`config.mk`:
```
export PLATFORM = sky130hd
export DESIGN_NAME = brn_fifo
export DESIGN_NICKNAME = d
export VERILOG_FILES = /design/src/design/brn_fifo.sv
export SDC_FILE = /design/constraint.sdc
export NUM_CORES = 1
export LEC_CHECK = 0
export ABC_AREA = 1
export BUFFER_PORTS_ARGS = -buffer_cell sky130_fd_sc_hd__buf_2
export CAP_MARGIN = 30
export CORE_MARGIN = 2
export CORE_UTILIZATION = 45
export DETAILED_ROUTE_END_ITERATION = 8
export PLACE_DENSITY = 0.67
export SETUP_SLACK_MARGIN = 0.3
export SLEW_MARGIN = 20
export SYNTH_ARGS = -nofsm -noshare
export SYNTH_HDL_FRONTEND = slang
export SYNTH_SLANG_ARGS = --single-unit
```
`constraint.sdc`:
```
create_clock -name clk -period 2.61 [get_ports clk]
set_input_delay 0.3915 -clock clk [delete_from_list [all_inputs] [get_ports clk]]
set_output_delay 0.3915 -clock clk [all_outputs]
set_load 0.02 [all_outputs]
```
`src/design/brn_fifo.sv`:
```
`timescale 1ns / 1ps
// ----------------------------------------------------------------------------
// brn_fifo
// Small register queue with count, used between pipeline parts.
// ----------------------------------------------------------------------------
module brn_fifo #(
  parameter type T     = logic,
  parameter int  DEPTH = 4
) (
  input  logic clk,
  input  logic rst_n,
  input  logic push,
  input  T     din,
  output logic full,
  input  logic pop,
  output T     dout,
  output logic empty
);

  localparam int PW = $clog2(DEPTH);

  T               mem_r [DEPTH];
  logic [PW-1:0]  wr_ptr_r;
  logic [PW-1:0]  rd_ptr_r;
  logic [PW:0]    count_r;
  logic           do_push;
  logic           do_pop;

  assign full    = (count_r == (PW+1)'(DEPTH));
  assign empty   = (count_r == '0);
  assign do_push = push && !full;
  assign do_pop  = pop && !empty;
  assign dout    = mem_r[rd_ptr_r];

  always_ff @(posedge clk) begin
    if (!rst_n) begin
      wr_ptr_r <= '0;
      rd_ptr_r <= '0;
      count_r  <= '0;
    end else begin
      if (do_push) wr_ptr_r <= wr_ptr_r + 1'b1;
      if (do_pop) rd_ptr_r <= rd_ptr_r + 1'b1;
      count_r <= count_r + (PW+1)'(do_push) - (PW+1)'(do_pop);
    end
  end

  always_ff @(posedge clk) begin
    if (do_push) mem_r[wr_ptr_r] <= din;
  end

endmodule

```
# After elaboration in Yosys (flattened, before gate mapping)
# Memories as Yosys holds them, arrays and structs flattened. A register that Yosys moved wholly into a read port is not among the register bits.
# Index checks and enable logic that the tools add are counted.
# Widths: inputs -> output; s select.
[word_totals]
regBits = 7
latchBits = 0
ram_bits = 4
mem_bits_ro = 0
inputBits = 5
output_inout_bits = 3
wordCells = 18
mem_count = 1
[memory_table]
columns = ["memory", "depth", "word_bits", "rd", "rd_clocked_by_memory_dff", "write_ports", "line", "source"]
rows = [
  ["mem_r", 4, 1, 1, 1, 1, "22", "T mem_r [DEPTH];"],
]
[classes]
add_sub_neg = 4
mul = 0
n_div = 0
magnitude_cmp = 0
eq_ne = 1
shift = 0
muxes = 4
bitwise_logic = 0
n_reduce_logical = 5
[op_table]
columns = ["op", "n"]
rows = [
  ["$add 2x1->2 const B", 2],
  ["$mux 2", 2],
  ["$add 3x1->3", 1],
  ["$eq 3x3->1 const B", 1],
  ["$logic_not 3->1", 1],
  ["$sub 3x1->3", 1],
  ["$logic_and 1x1->1", 2],
  ["$logic_not 1->1", 2],
  ["$mux 1", 2],
]

# Longest topological paths before layout
[depth]
ltp_word = 5
mapped_depth = 11

# Worst setup path before layout
# Ideal clock, no wire load.
[synth_timing]
path_type = "flip-flop to flip-flop"
from = "reg count_r[1]"
to = "reg count_r[2]"
setup_ns = 0.117
t_arrival_ns = 1.807
slack_ns = 0.686
path_stages_with_launch = 12
path_buffers = 0
synth_period_minus_slack_ns = 1.924
path_cell_list = "dfxtp_1 -> nor2_4 -> nand2_2 -> inv_1 -> nor2_1 -> ha_1 -> inv_1 -> ha_1 -> inv_1 -> fa_1 -> o21ai_0 -> nor2_1"
[synth_between]
word_cells_on_any_way = 8
classes_between = "add/sub (2); eq/ne (1); reduce/logical (5)"
[synth_lines]
columns = ["item", "line", "source"]
rows = [
  ["start: declaration", "25", "logic [PW:0] count_r;"],
  ["start signal: assignment", "43", "count_r <= count_r + (PW+1)'(do_push) - (PW+1)'(do_pop);"],
  ["$logic_not 3->1", "30", "assign empty = (count_r == '0);"],
  ["named net empty", "17", "output logic empty"],
  ["$logic_not 1->1", "32", "assign do_pop = pop && !empty;"],
  ["$logic_and 1x1->1", "32", ""],
  ["named net do_pop", "27", "logic do_pop;"],
  ["$sub 3x1->3", "43", ""],
]
# The timed path passes the listed nets, and every way through them passes these cells.
# A chain may end at the register's enable or synchronous reset.

# Worst setup path in the final report
[layout_timing]
from = "reg count_r[1]"
to = "reg count_r[2]"
[layout_between]
elab_chain_len = 5
word_cells_on_any_way = 8
classes_between = "add/sub (2); eq/ne (1); reduce/logical (5)"
[layout_lines]
columns = ["item", "line", "source"]
rows = [
  ["$eq 3x3->1", "29", "assign full = (count_r == (PW+1)'(DEPTH));"],
  ["$logic_not 1->1", "31", "assign do_push = push && !full;"],
  ["$logic_and 1x1->1", "31", ""],
  ["$add 3x1->3", "43", ""],
  ["$sub 3x1->3 (*)", "43", ""],
]
# Mark *: on every way between the ends. The rest lies on a longest branch, timed or not.

==> flow_results.org <==
** Status
- The flow ran to the end, and the final reports show no timing, DRC or antenna violations.

** Detailed routing
- After detailed routing, the number of remaining DRC violations is 0.
- The final route contains 458 vias.
- For this run, the detailed router's first-pass iteration total came to 4.
- The first routing iteration left 10 violations.
- Dividing the detail-routed via count by the number of cells gives 4.362.
- In the final routed layout, each cell accounts on average for between 8 and 9 um.
- Detail Route Antenna Nets :: 0
- Summed over all layers, the routed wires come to 888 um.

** Min path
- Hold Crit Class :: in2reg

** Placement
- HPWL Detailed :: between 600 and 700 um
- Placer's final routability congestion estimate :: 0.7406
- Port buffering added 7 buffers.

** Clock network
- In this run, post-CTS hold repair placed 0 buffers.
- TritonCTS clock tree :: done
- Setup Fix Bufs, Post-CTS :: 0
- At the later pin of the worst-skew pair, clock insertion delay measures 0.27 ns.
- CTS root buf :: clkbuf_4
- After clock tree synthesis, the clock-pin slew on the worst setup and hold paths is 0.08 ns.
- The number of gates resized after CTS was 0.
- For this design, the sink count on the clock tree is 13.
- CTS buffer count :: 3
- CTS built an H-tree with a depth of 1.
- The clock passes through at most 2 buffers.

** GRT
- Summed over all layers, the global routing overflow is 0.
- Number of antenna violations at the first check in global routing :: 0
- Via count of the first global-routing pass :: 413
- Wire length of the first global-routing pass :: about 1700 um
- GR Util All Layers :: 12.96%
- Entering global routing, the biggest net connects 8 pins.

** Synth
- The Yosys step of the flow raised 0 warnings.
- When the netlist entered floorplanning its net count stood at 91.
- In this run, synthesis produced a sequential element count of 13.
- Mapped Cells :: 79
- The mapped netlist covers 646.9 um^2.
- Sequential cells were found to cover 46.42% of the synthesized design area.
- In this run the mean area of a mapped cell was just over 8 um^2.
- Netlist cell types :: 13

** Timing
- Total of endpoints with negative setup slack in the final report :: 0
- The final max-slew violation count is 0.
- Post-route fraction of the period consumed by the critical path :: 76.83%
- Final hold analysis gives a worst-case slack of 0.3356 ns.
- Actual transition at the worst max-transition pin :: 0.2422 ns
- Post-route minimum period :: 2.005 ns
- For this run, the top clock speed supported by timing is 498.7 MHz.
- Max-slew headroom at the worst pin :: 83.83%
- Hold Violations, Final :: 0
- Setup total negative slack on the finished layout was measured at 0 ns.
- Setup repair after global routing left no endpoint under its margin.
- Across the routed clock network, the largest skew measured is approximately 0.00066 ns.

** Critical path
- The largest individual stage delay along the critical path comes from the cell dfxtp_1.
- For the worst setup path, the data required time is 2.78 ns.
- For the worst setup path, the data arrival time is approximately 2.2 ns.
- Startpoint type of the worst setup path :: flop
- Number of buffer and inverter instances along the worst setup path :: 2
- Of all nets on the critical path, the largest fanout is 6.
- By startpoint and endpoint, the worst setup path is classified as reg2reg.
- Crit path cell chain :: nor2_4 -> nand2_2 -> nand2_1 -> ha_1 -> inv_1 -> ha_1 -> inv_1 -> fa_1 -> o21ai_0 -> nor2_1
- Kind of cell adding the most delay to the critical path :: adder cells
- For this run, the slowest stage of the critical path takes 0.46 ns.
- The worst setup path is captured at a flop.

** Floorplan
- Area of the die :: approximately 1800 um^2
- The initial utilization of the core area, before any placement, comes to roughly half.
- Number of rows created at floorplan :: 13
- Floorplan core area :: approximately 1300 um^2
- The floorplan step set the die height to around 42 um.
- During I/O placement, the number of pins put on the boundary was 8.
- The floorplan step set the die width to roughly 42 um.

** Layout
- Highest-count cells in the layout ignoring fill and taps :: 18 x inv_1, 15 x nor2_1, 11 x nand2_1
- Leaving out fill and tap cells, the most frequent cell in the layout is inv_1.
- Total Nets Final :: around 100
- Total area of sequential cells :: around 300 um^2
- Number of inserted diodes :: 0
- Area grow syn2layout :: 12.38%
- Footprint of the multi-input gates :: ~280 um^2
- Filler instances :: 126
- Share of cells above drive strength 1 :: 14.44%

** Power and ir drop
- The analysis attributes to cell leakage a power of 0.3678 nW.
- In this run the power density over the cells is 999.9 nW/um^2.
- Across the VDD grid, the largest voltage drop is a little over 0.5 mV.

** Flow run
- Max Cap Violations :: 0
-- stage by stage --
stage | setup slack (ns) | total power [W] | cells | cell area, um^2 | util, %
after floorplan | 0.6860 | 0.0005395 | 79 | 646.9 | -
after global placement | 0.6322 | 0.0006065 | 101 | 700.7 | 53.18
after detailed placement | 0.5973 | 0.0006129 | 101 | 700.7 | 53.18
after CTS | 0.5844 | 0.0007382 | 105 | 726.9 | 55.18
after global routing | 0.3800 | 0.0008099 | 105 | 726.9 | 55.18
final | 0.6048 | 0.0007269 | 105 | 726.9 | 55.18
-- worst paths after layout --
check / from / endpoint / slack [ns] / cells past startpoint
worst max-delay path: count_r[1] / count_r[2] / 0.60 / 10
worst min-delay path: din / mem_r[2] / 0.34 / 1
worst max register to register: count_r[1] / count_r[2] / 0.60 / 10
worst min register to register: rd_ptr_r[0] / rd_ptr_r[0] / 0.49 / 2
-- layout make-up --
cell class / instances / area share, %
flip-flops and latches: 13 / 41.31
multi-input cells: 48 / 38.38
inverters: 18 / 9.294
repair buffers: 7 / 4.819
clock buffers: 4 / 3.614
well taps: 15 / 2.582
-- synth_stat cells --
cell      count  share of area [%]
a21boi_0      1                1.2
dfxtp_1       9                 28
a21oi_1       4                3.1
nand2_2       2                1.9
nor2_4        1                1.7
nand3_1       3                2.3
fa_1          1                3.1
ha_1          6                 12
inv_1        18                 10
nand2_1      11                6.4
o21ai_0       4                3.1
edfxtp_1      4                 19
nor2_1       15                8.7
-- where the power goes --
part / switching [W] / internal (W)
Clock: 0.0000629 / 0.0000591
Combinational: 0.000186 / 0.000116
Sequential: 0.0000432 / 0.000259
Total: 0.000292 / 0.000435
-- routing by layer --
layer	vias up	track usage [%]	wire length, um
li1	260	-	-
met1	192	15.79	443
met2	4	18.13	409
met3	2	5.217	23
met4	0	9.677	12
met5	-	0	0
-- worst reg2reg max path, delay by kind of cell (launching register included) --
kind	cells	cell delay (ns)
flip-flops	1	0.46
AND/OR/NAND/NOR	4	0.35
buffers and inverters	2	0.10
AO/OA/AOI/OAI	1	0.17
adder cells (fa/ha/maj)	3	0.82
-- cells by family after synthesis --
logic type | synth area share (%)
adder cells (fa/ha/maj) | 14.70
AO/OA/AOI/OAI | 7.351
AND/OR/NAND/NOR | 21.08
flip-flops | 46.42
buffers and inverters | 10.44
Note: power is estimated with default switching activity, not from simulation.
