**config.mk**
```make
export PLATFORM = sky130hd
export DESIGN_NAME = brn_front
export DESIGN_NICKNAME = d
export VERILOG_FILES = /design/src/design/brn_pkg.sv /design/src/design/brn_front.sv
export SDC_FILE = /design/constraint.sdc
export NUM_CORES = 1
export LEC_CHECK = 0
export BUFFER_PORTS_ARGS = -buffer_cell sky130_fd_sc_hd__buf_2
export CORE_MARGIN = 1.5
export CORE_UTILIZATION = 50
export DETAILED_ROUTE_END_ITERATION = 8
export PLACE_DENSITY_LB_ADDON = 0.15
export SYNTH_ARGS = -nofsm -noshare
export SYNTH_HDL_FRONTEND = slang
export SYNTH_SLANG_ARGS = --single-unit
```
**constraint.sdc**
```tcl
create_clock -name clk -period 7.5 [get_ports clk]
set_clock_uncertainty 0.15 [all_clocks]
set_input_delay 1.5 -clock clk [delete_from_list [all_inputs] [get_ports clk]]
set_output_delay 1.5 -clock clk [all_outputs]
set_load 0.03 [all_outputs]
```
**src/design/brn_pkg.sv**
```systemverilog
`timescale 1ns / 1ps
// ----------------------------------------------------------------------------
// brn_pkg
// Shared types and constants of the bilinear resize and normalize unit.
// ----------------------------------------------------------------------------
package brn_pkg;

  localparam int DIM_W        = 13;
  localparam int COORD_W      = 12;
  localparam int FRAC_W       = 16;
  localparam int CFG_IDX_W    = 3;
  localparam int CFG_DATA_W   = 17;
  localparam int RESULT_DEPTH = 8;
  localparam int CREDIT_W     = 4;
  localparam int CMD_DEPTH    = 4;

  localparam logic [FRAC_W:0] WEIGHT_ONE = 17'h10000;

  localparam logic [23:0] MEAN_Q16 [3] = '{24'd8105165, 24'd7620526, 24'd6784942};
  localparam logic [18:0] INV_STD_Q24 [3] = '{19'd287306, 19'd293719, 19'd292413};

  typedef enum logic [CFG_IDX_W-1:0] {
    REG_SOURCE_WIDTH  = 3'd0,
    REG_SOURCE_HEIGHT = 3'd1,
    REG_STEP_Q16      = 3'd2,
    REG_VALID_WIDTH   = 3'd3,
    REG_VALID_HEIGHT  = 3'd4
  } cfg_reg_t;

  typedef enum logic {
    CMD_STORE   = 1'b0,
    CMD_COMPUTE = 1'b1
  } command_t;

  typedef enum logic [1:0] {
    OP_STORE   = 2'd0,
    OP_COMPUTE = 2'd1,
    OP_PAD     = 2'd2
  } op_t;

  typedef struct packed {
    logic       command;
    logic [9:0] pixel_col;
    logic [9:0] pixel_row;
    logic [7:0] red;
    logic [7:0] green;
    logic [7:0] blue;
    logic [9:0] out_col;
    logic [9:0] out_row;
  } in_item_t;

  typedef struct packed {
    logic signed [15:0] norm_red;
    logic signed [15:0] norm_green;
    logic signed [15:0] norm_blue;
    logic               padded;
  } out_item_t;

  typedef struct packed {
    op_t                op;
    logic [COORD_W-1:0] x0;
    logic [COORD_W-1:0] x1;
    logic [COORD_W-1:0] y0;
    logic [COORD_W-1:0] y1;
    logic [FRAC_W-1:0]  fx;
    logic [FRAC_W-1:0]  fy;
    logic [23:0]        rgb;
  } cmd_t;

endpackage

```
**src/design/brn_front.sv**
```systemverilog
`timescale 1ns / 1ps
// ----------------------------------------------------------------------------
// brn_front
// Accepts beats, holds configuration, classifies items and locates neighbors.
// ----------------------------------------------------------------------------
module brn_front import brn_pkg::*; #(
  parameter int OUT_SIZE       = 1024,
  parameter int MAX_SRC_WIDTH  = 1024,
  parameter int MAX_SRC_HEIGHT = 1024
) (
  input  logic                  clk,
  input  logic                  rst_n,
  input  logic                  in_push,
  output logic                  in_full,
  input  in_item_t              in_item,
  input  logic                  cfg_we,
  input  logic [CFG_IDX_W-1:0]  cfg_index,
  input  logic [CFG_DATA_W-1:0] cfg_wdata,
  output logic                  cmd_push,
  input  logic                  cmd_full,
  output cmd_t                  cmd
);

  typedef struct packed {
    logic [COORD_W-1:0] a;
    logic [COORD_W-1:0] b;
    logic [FRAC_W-1:0]  frac;
  } loc_t;

  logic [10:0]     src_w_r, src_h_r, valid_w_r, valid_h_r;
  logic [16:0]     step_r;
  logic            f_vld_r;
  op_t             f_op_r;
  logic [26:0]     f_sx_r, f_sy_r;
  logic [9:0]      f_col_r, f_row_r;
  logic [23:0]     f_rgb_r;
  logic            advance;
  logic            accept;
  logic            keep;
  op_t             op_nxt;
  logic [DIM_W-1:0] w_eff, h_eff;
  loc_t            lx, ly;

  function automatic logic [DIM_W-1:0] clamp_dim(input logic [10:0] v,
                                                 input logic [DIM_W-1:0] maxv);
    logic [DIM_W-1:0] r;
    if (v == '0) r = DIM_W'(1);
    else if (DIM_W'(v) > maxv) r = maxv;
    else r = DIM_W'(v);
    return r;
  endfunction

  // Past the last interior index both neighbors collapse onto the edge pixel.
  function automatic loc_t locate(input logic [26:0] s, input logic [DIM_W-1:0] size);
    loc_t             l;
    logic [DIM_W-1:0] i;
    i = DIM_W'(s[26:16]);
    if (i >= size - 1'b1) begin
      l.a    = COORD_W'(size - 1'b1);
      l.b    = l.a;
      l.frac = '0;
    end else begin
      l.a    = COORD_W'(i);
      l.b    = COORD_W'(i + 1'b1);
      l.frac = s[15:0];
    end
    return l;
  endfunction

  assign advance = !f_vld_r || !cmd_full;
  assign in_full = !advance;
  assign accept  = in_push && advance;

  always_comb begin
    keep   = 1'b1;
    op_nxt = OP_STORE;
    if (in_item.command == CMD_STORE) begin
      keep = (DIM_W'(in_item.pixel_col) < DIM_W'(MAX_SRC_WIDTH)) &&
             (DIM_W'(in_item.pixel_row) < DIM_W'(MAX_SRC_HEIGHT));
    end else if ((DIM_W'(in_item.out_col) >= DIM_W'(valid_w_r)) ||
                 (DIM_W'(in_item.out_row) >= DIM_W'(valid_h_r)) ||
                 (DIM_W'(in_item.out_col) >= DIM_W'(OUT_SIZE)) ||
                 (DIM_W'(in_item.out_row) >= DIM_W'(OUT_SIZE))) begin
      op_nxt = OP_PAD;
    end else begin
      op_nxt = OP_COMPUTE;
    end
  end

  always_ff @(posedge clk) begin
    if (!rst_n) begin
      src_w_r   <= 11'd1024;
      src_h_r   <= 11'd1024;
      step_r    <= 17'h10000;
      valid_w_r <= 11'd1024;
      valid_h_r <= 11'd1024;
      f_vld_r   <= 1'b0;
    end else begin
      if (cfg_we) begin
        case (cfg_index)
          REG_SOURCE_WIDTH:  src_w_r   <= cfg_wdata[10:0];
          REG_SOURCE_HEIGHT: src_h_r   <= cfg_wdata[10:0];
          REG_STEP_Q16:      step_r    <= cfg_wdata;
          REG_VALID_WIDTH:   valid_w_r <= cfg_wdata[10:0];
          REG_VALID_HEIGHT:  valid_h_r <= cfg_wdata[10:0];
          default: ;
        endcase
      end
      if (advance) f_vld_r <= accept && keep;
    end
  end

  always_ff @(posedge clk) begin
    if (accept) begin
      f_op_r  <= op_nxt;
      f_sx_r  <= 27'(in_item.out_col * step_r);
      f_sy_r  <= 27'(in_item.out_row * step_r);
      f_col_r <= in_item.pixel_col;
      f_row_r <= in_item.pixel_row;
      f_rgb_r <= {in_item.red, in_item.green, in_item.blue};
    end
  end

  assign w_eff = clamp_dim(src_w_r, DIM_W'(MAX_SRC_WIDTH));
  assign h_eff = clamp_dim(src_h_r, DIM_W'(MAX_SRC_HEIGHT));
  assign lx    = locate(f_sx_r, w_eff);
  assign ly    = locate(f_sy_r, h_eff);

  always_comb begin
    cmd.op  = f_op_r;
    cmd.rgb = f_rgb_r;
    if (f_op_r == OP_STORE) begin
      cmd.x0 = COORD_W'(f_col_r);
      cmd.x1 = COORD_W'(f_col_r);
      cmd.y0 = COORD_W'(f_row_r);
      cmd.y1 = COORD_W'(f_row_r);
      cmd.fx = '0;
      cmd.fy = '0;
    end else begin
      cmd.x0 = lx.a;
      cmd.x1 = lx.b;
      cmd.y0 = ly.a;
      cmd.y1 = ly.b;
      cmd.fx = lx.frac;
      cmd.fy = ly.frac;
    end
  end

  assign cmd_push = f_vld_r;

endmodule

```
## Yosys cells after proc, flatten, opt, wreduce, memory -nomap -nowiden

Cells that the tools add are included.

| word-level totals | value |
|---|---|
| register bits | 162 |
| input bits | 90 |
| output and inout bits | 108 |
| logic and storage cells | 51 |

| operators by class | value |
|---|---|
| add/sub/neg operators | 4 |
| multiply operators | 2 |
| order comparisons | 6 |
| equal/unequal tests | 4 |
| multiplexer cells | 8 |
| reductions and logical operators | 15 |

Operator list:

| operator | number |
|---|---|
| 40-bit two-way mux | 2 |
| 80-bit two-way mux | 1 |
| 10-bit by 17-bit multiplier with 27-bit output | 2 |
| 11-bit two-way mux | 4 |
| 11-bit by 13-bit >= comparator with 1-bit output | 2 |
| 13-bit by 1-bit subtractor with 13-bit output, second input constant | 2 |
| 11-bit by 1-bit adder with 12-bit output, second input constant | 2 |
| 10-bit by 11-bit >= comparator with 1-bit output | 2 |
| 11-bit > comparator, second input constant | 2 |
| 11-bit logical NOT | 2 |
| 2-bit AND reduction | 5 |
| 3-bit by 2-bit == test with 1-bit output, second input constant | 2 |
| 3-bit by 1-bit == test with 1-bit output, second input constant | 1 |
| 3-bit == test, second input constant | 1 |
| 1-bit logical NOT | 3 |
| 3-bit logical NOT | 1 |
| 2-bit logical NOT | 1 |
| 1-bit logical OR | 2 |
| 2-bit two-way mux | 1 |
| 1-bit logical AND | 1 |

## Logic depth before layout (Yosys ltp)

| logic depth | value |
|---|---|
| word-level depth | 7 |
| depth in mapped cells | 22 |

## Least setup slack after synthesis

OpenSTA, ideal clock, no wires.

| path | value |
|---|---|
| path type | in2reg |
| start | in cmd_full |
| end | reg f_col_r[0] (enable) |
| library setup time | 0.569 ns |
| data arrival time | 6.205 ns |
| data required time | 6.781 ns |
| setup slack | 0.575 ns |
| cell stages on the path | 2 |
| cell sequence | and2_1 -> nor2b_1 |

| between the ends | value |
|---|---|
| word-level cells in the longest chain between the ends | 3 |

Ends and longest elaborated chain:

| what | line | text |
|---|---|---|
| start: declaration | brn_front.sv:20 | `input logic cmd_full,` |
| 1-bit logical NOT | brn_front.sv:70 | `assign advance = !f_vld_r \|\| !cmd_full;` |
| 1-bit logical OR | brn_front.sv:70 |  |
| 1-bit logical AND | brn_front.sv:72 | `assign accept = in_push && advance;` |
| net accept | brn_front.sv:38 | `logic accept;` |
| end signal: assignment | brn_front.sv:118 | `f_col_r <= in_item.pixel_col;` |
| end: declaration | brn_front.sv:35 | `logic [9:0] f_col_r, f_row_r;` |

The timed path passes the listed nets, and every way through them passes these cells.
A chain may end at the register's enable or synchronous reset.

## Worst setup path in the final report

| path | value |
|---|---|
| start | in in_item[11] (netlist name) |
| end | reg f_sx_r[23] (data pin) |

| between the ends | value |
|---|---|
| word-level cells in the longest chain between the ends | 1 |

Ends and longest elaborated chain:

| what | line | text |
|---|---|---|
| start: declaration | brn_front.sv:15 | `input in_item_t in_item,` |
| 10-bit by 17-bit multiplier with 27-bit output | brn_front.sv:116 | `f_sx_r <= 27'(in_item.out_col * step_r);` |
| end signal: assignment | brn_front.sv:116 |  |
| end: declaration | brn_front.sv:34 | `logic [26:0] f_sx_r, f_sy_r;` |

Every way passes these cells.

==> results.toml <==
[clock_network]
cts-root-buf = "clkbuf_16"
htreeDepth = 4
cts_hold_buf = 0
post_cts_buffers = 0
ctsLongestPathBuffers = 2
clk_pin_slew_ps = 60
cts.sinks = 162
cts_resized = 0
numCtsBuffers = 17
insertion_delay_ps = 450
cts_tree = "built"

[detailed_routing]
highest_layer = "met4"
drc_errors = 0
via_per_inst = 5.494
wire_per_inst_um = 17.70
drt_wl_total_um = 47490
routed-via-count = 14740
met3_length_um = 2107
ant_nets = 0
drtIter0Drc = 884
wl_met2_um = 22330
met1_length_um = 22220
first_pass_iters = 5

[floorplan]
die_h_um = 197.0
coreArea_sq_mm = 0.03679
initial_core_util_pct = 51.14
ios = 198
die_x_um = 197.0
dieArea_sq_mm = 0.03879
rows = 70

[min_path]
min_path_cells = 2
whs_endpoint = "valid_h_r[4]$_SDFFE_PN0P_"
min-delay-start = "valid_h_r[4]$_SDFFE_PN0P_"
hp-class = "reg -> reg"

[logic_synthesis]
synth_fa_ha_area_share_pct = 36.42
syn_avg_cell_area_sq_um = 9.096
synth.area.top_cells = "fa_1 25%, edfxtp_1 16%, ha_1 11%"
yosys.area.top_type = "fa_1"
syn-cell-area_sq_mm = 0.01881
synth_compound_area_share_pct = 11.31
synth_top_area_share_pct = 25.12
seq_area_frac_synth_pct = 22.56
synth.area.mux_share_pct = 0.1131
synth_xor_area_share_pct = 2.933
synthFlopType = "edfxtp_1"
synth_top_family_by_area = "adder cells"
synth-seq-cells = 162
yosys_warnings = 0
ys_types = 73
synth_edf_count = 100
synthSimpleGateAreaFrac_pct = 18.95
postSynthCellCount = 2068
async_reset_ff_share_pct = 0

[final_layout]
nets = 2698
layout_common_cells = "357 x nand2_1, 276 x inv_1, 236 x fa_1, 195 x buf_2"
fillers = 3328
multi_input_area_sq_mm = 0.01315
post-route-cell-area_sq_mm = 0.02073
num_antenna_cells = 0
drive_above_1_share_pct = 12.28
final_common_cell = "nand2_1"
post-route-util_pct = 56.35
area_delta_synth_final_pct = 10.20
seqCellArea_sq_mm = 0.004244

[setup_path]
crit_type = "in -> reg"
cp_max_fo = 15
worst_setup_path_start_kind = "primary input"
r2r_end = "f_sx_r[23]$_DFFE_PP_"
critical_path_arrival_ps = 6810
critPathCaptureType = "register"
r2r_slack_ps = 1110
reg2reg_depth = 18
worstReg2RegStart = "step_r[2]$_SDFFE_PN0P_"
required_ps = 7540

[run_status]
status = "completed"

[pwr]
power_w = 0.002773
p_leak_nw = 10.25
p_per_area_mw_per_mm2 = 133.8
ir_drop_v = 0.0001534

[sta]
final.setup.tns_ps = 0
rsz0062_at_grt = "no"
hold_viol_final = 0
setup_viol = 0
timing.fmax_mhz = 147.7
worstMarginPinSlew_ps = 1289
drv_slew = 0
fin_crit_ps = 6772
setup_ws_ps = 728.3
post-route-period-util_pct = 90.29
relSlewSlack_pct = 13.77

[placement]
place_congestion = 0.8683
place_ws_ps = 337.8
port_buffers = 195
post_dp_cell_area_sq_mm = 0.02013
dp_hpwl_um = 36490

[flow_run]
maxCapViolCount = 0

[global_route]
grt_pass1_wl_um = 78230
overflow = 0
grt_start_max_net_pins = 64
track_usage_pct = 25.45
antenna_found_initial = 0
grt_pass1_vias = 15100
[worst max-delay path, stage by stage]
cell and delay, ps:
buf_2 230, and2_1 240, fa_1 540, inv_1 50, fa_1 480, fa_1 570, fa_1 420, fa_1 490
inv_1 40, ha_1 340, a21o_1 190, a21oi_1 190, o21bai_1 100, a2111oi_1 750, a211oi_1 180, o21ai_1 220
nor2b_1 180, xnor2_1 90
[synth_stat cells (3+ instances only)]
master    count
and3_1       34
a211oi_1     14
nor3_1        7
o21a_1       15
dfxtp_1      62
nand3_1      30
a31oi_1       6
edfxtp_1    100
nand4_1      11
xnor2_1      38
o21ai_1       4
a21o_1       39
inv_1       276
nor2b_1       7
a21oi_1      63
a21boi_0     59
clkbuf_1     90
o21bai_1      7
nand3b_1      4
and4_1        5
or2_2         4
nand2b_1     14
nor4_1        4
buf_2         4
nor2_1       81
fa_1        236
or3_1         5
and2_1      170
nand2_1     357
o211ai_1      5
o31ai_1       3
xor2_1       25
a22o_1       16
o21ai_0      53
ha_1        170
[power by group]
part           total, W  internal [W]  switching [W]
combinational  0.000809      0.000283       0.000526
sequential      0.00106       0.00101      0.0000509
clock          0.000902      0.000500       0.000402
[worst max-delay path by stage]
stage	startpoint	to	depth (start not counted)
finish	in_item[11]	f_sx_r[23]$_DFFE_PP_	18
global route	src_h_r[2]$_SDFFE_PN0P_	cmd[59]	19
CTS	src_h_r[2]$_SDFFE_PN0P_	cmd[59]	19
detailed placement	in_item[1]	f_sy_r[25]$_DFFE_PP_	21
global placement	in_item[11]	f_sx_r[23]$_DFFE_PP_	18
floorplan	cmd_full	f_col_r[0]$_DFFE_PP_	2
[through the flow]
stage | hold WS (ps) | instances
floorplan | 293.5 | 2069
global placement | 302.6 | 2651
detailed placement | 311.2 | 2651
CTS | 320.1 | 2683
global route | 348.1 | 2683
finish | 320.7 | 2683
[metal layers]
metal,GRT usage [%],vias up
met5,0,-
met4,6.644,0
met3,3.097,43
met2,41.89,361
met1,35.69,7394
li1,-,6943
[layout make-up]
type                            instances  area share [%]
Timing Repair Buffer                  214           5.396
Clock buffer                           17           2.052
Inverter                              277           5.016
Sequential cell                       162           20.47
Tap cell                              468           2.825
Multi-Input combinational cell       1530           63.42
Clock inverter                         15          0.8209
[cell families (layout without fill, tap and decap cells)]
group           after synthesis  count (layout)
compound gates              313             313
flops                       162             162
buf+inv                     377             523
fa+ha+maj                   406             406
mux                           2               2
xor+xnor                     63              63
simple gates                744             744
other cells                   1               2
[flip-flops by register name, indices dropped and copies added, names as in the netlist]
name       cells
f_sx_r        27
valid_w_r     11
f_row_r       10
src_h_r       11
step_r        17
src_w_r       11
cmd_push       1
f_col_r       10
f_sy_r        27
valid_h_r     11
f_op_r         2
f_rgb_r       24
Note: power is estimated with default switching activity, not from simulation.
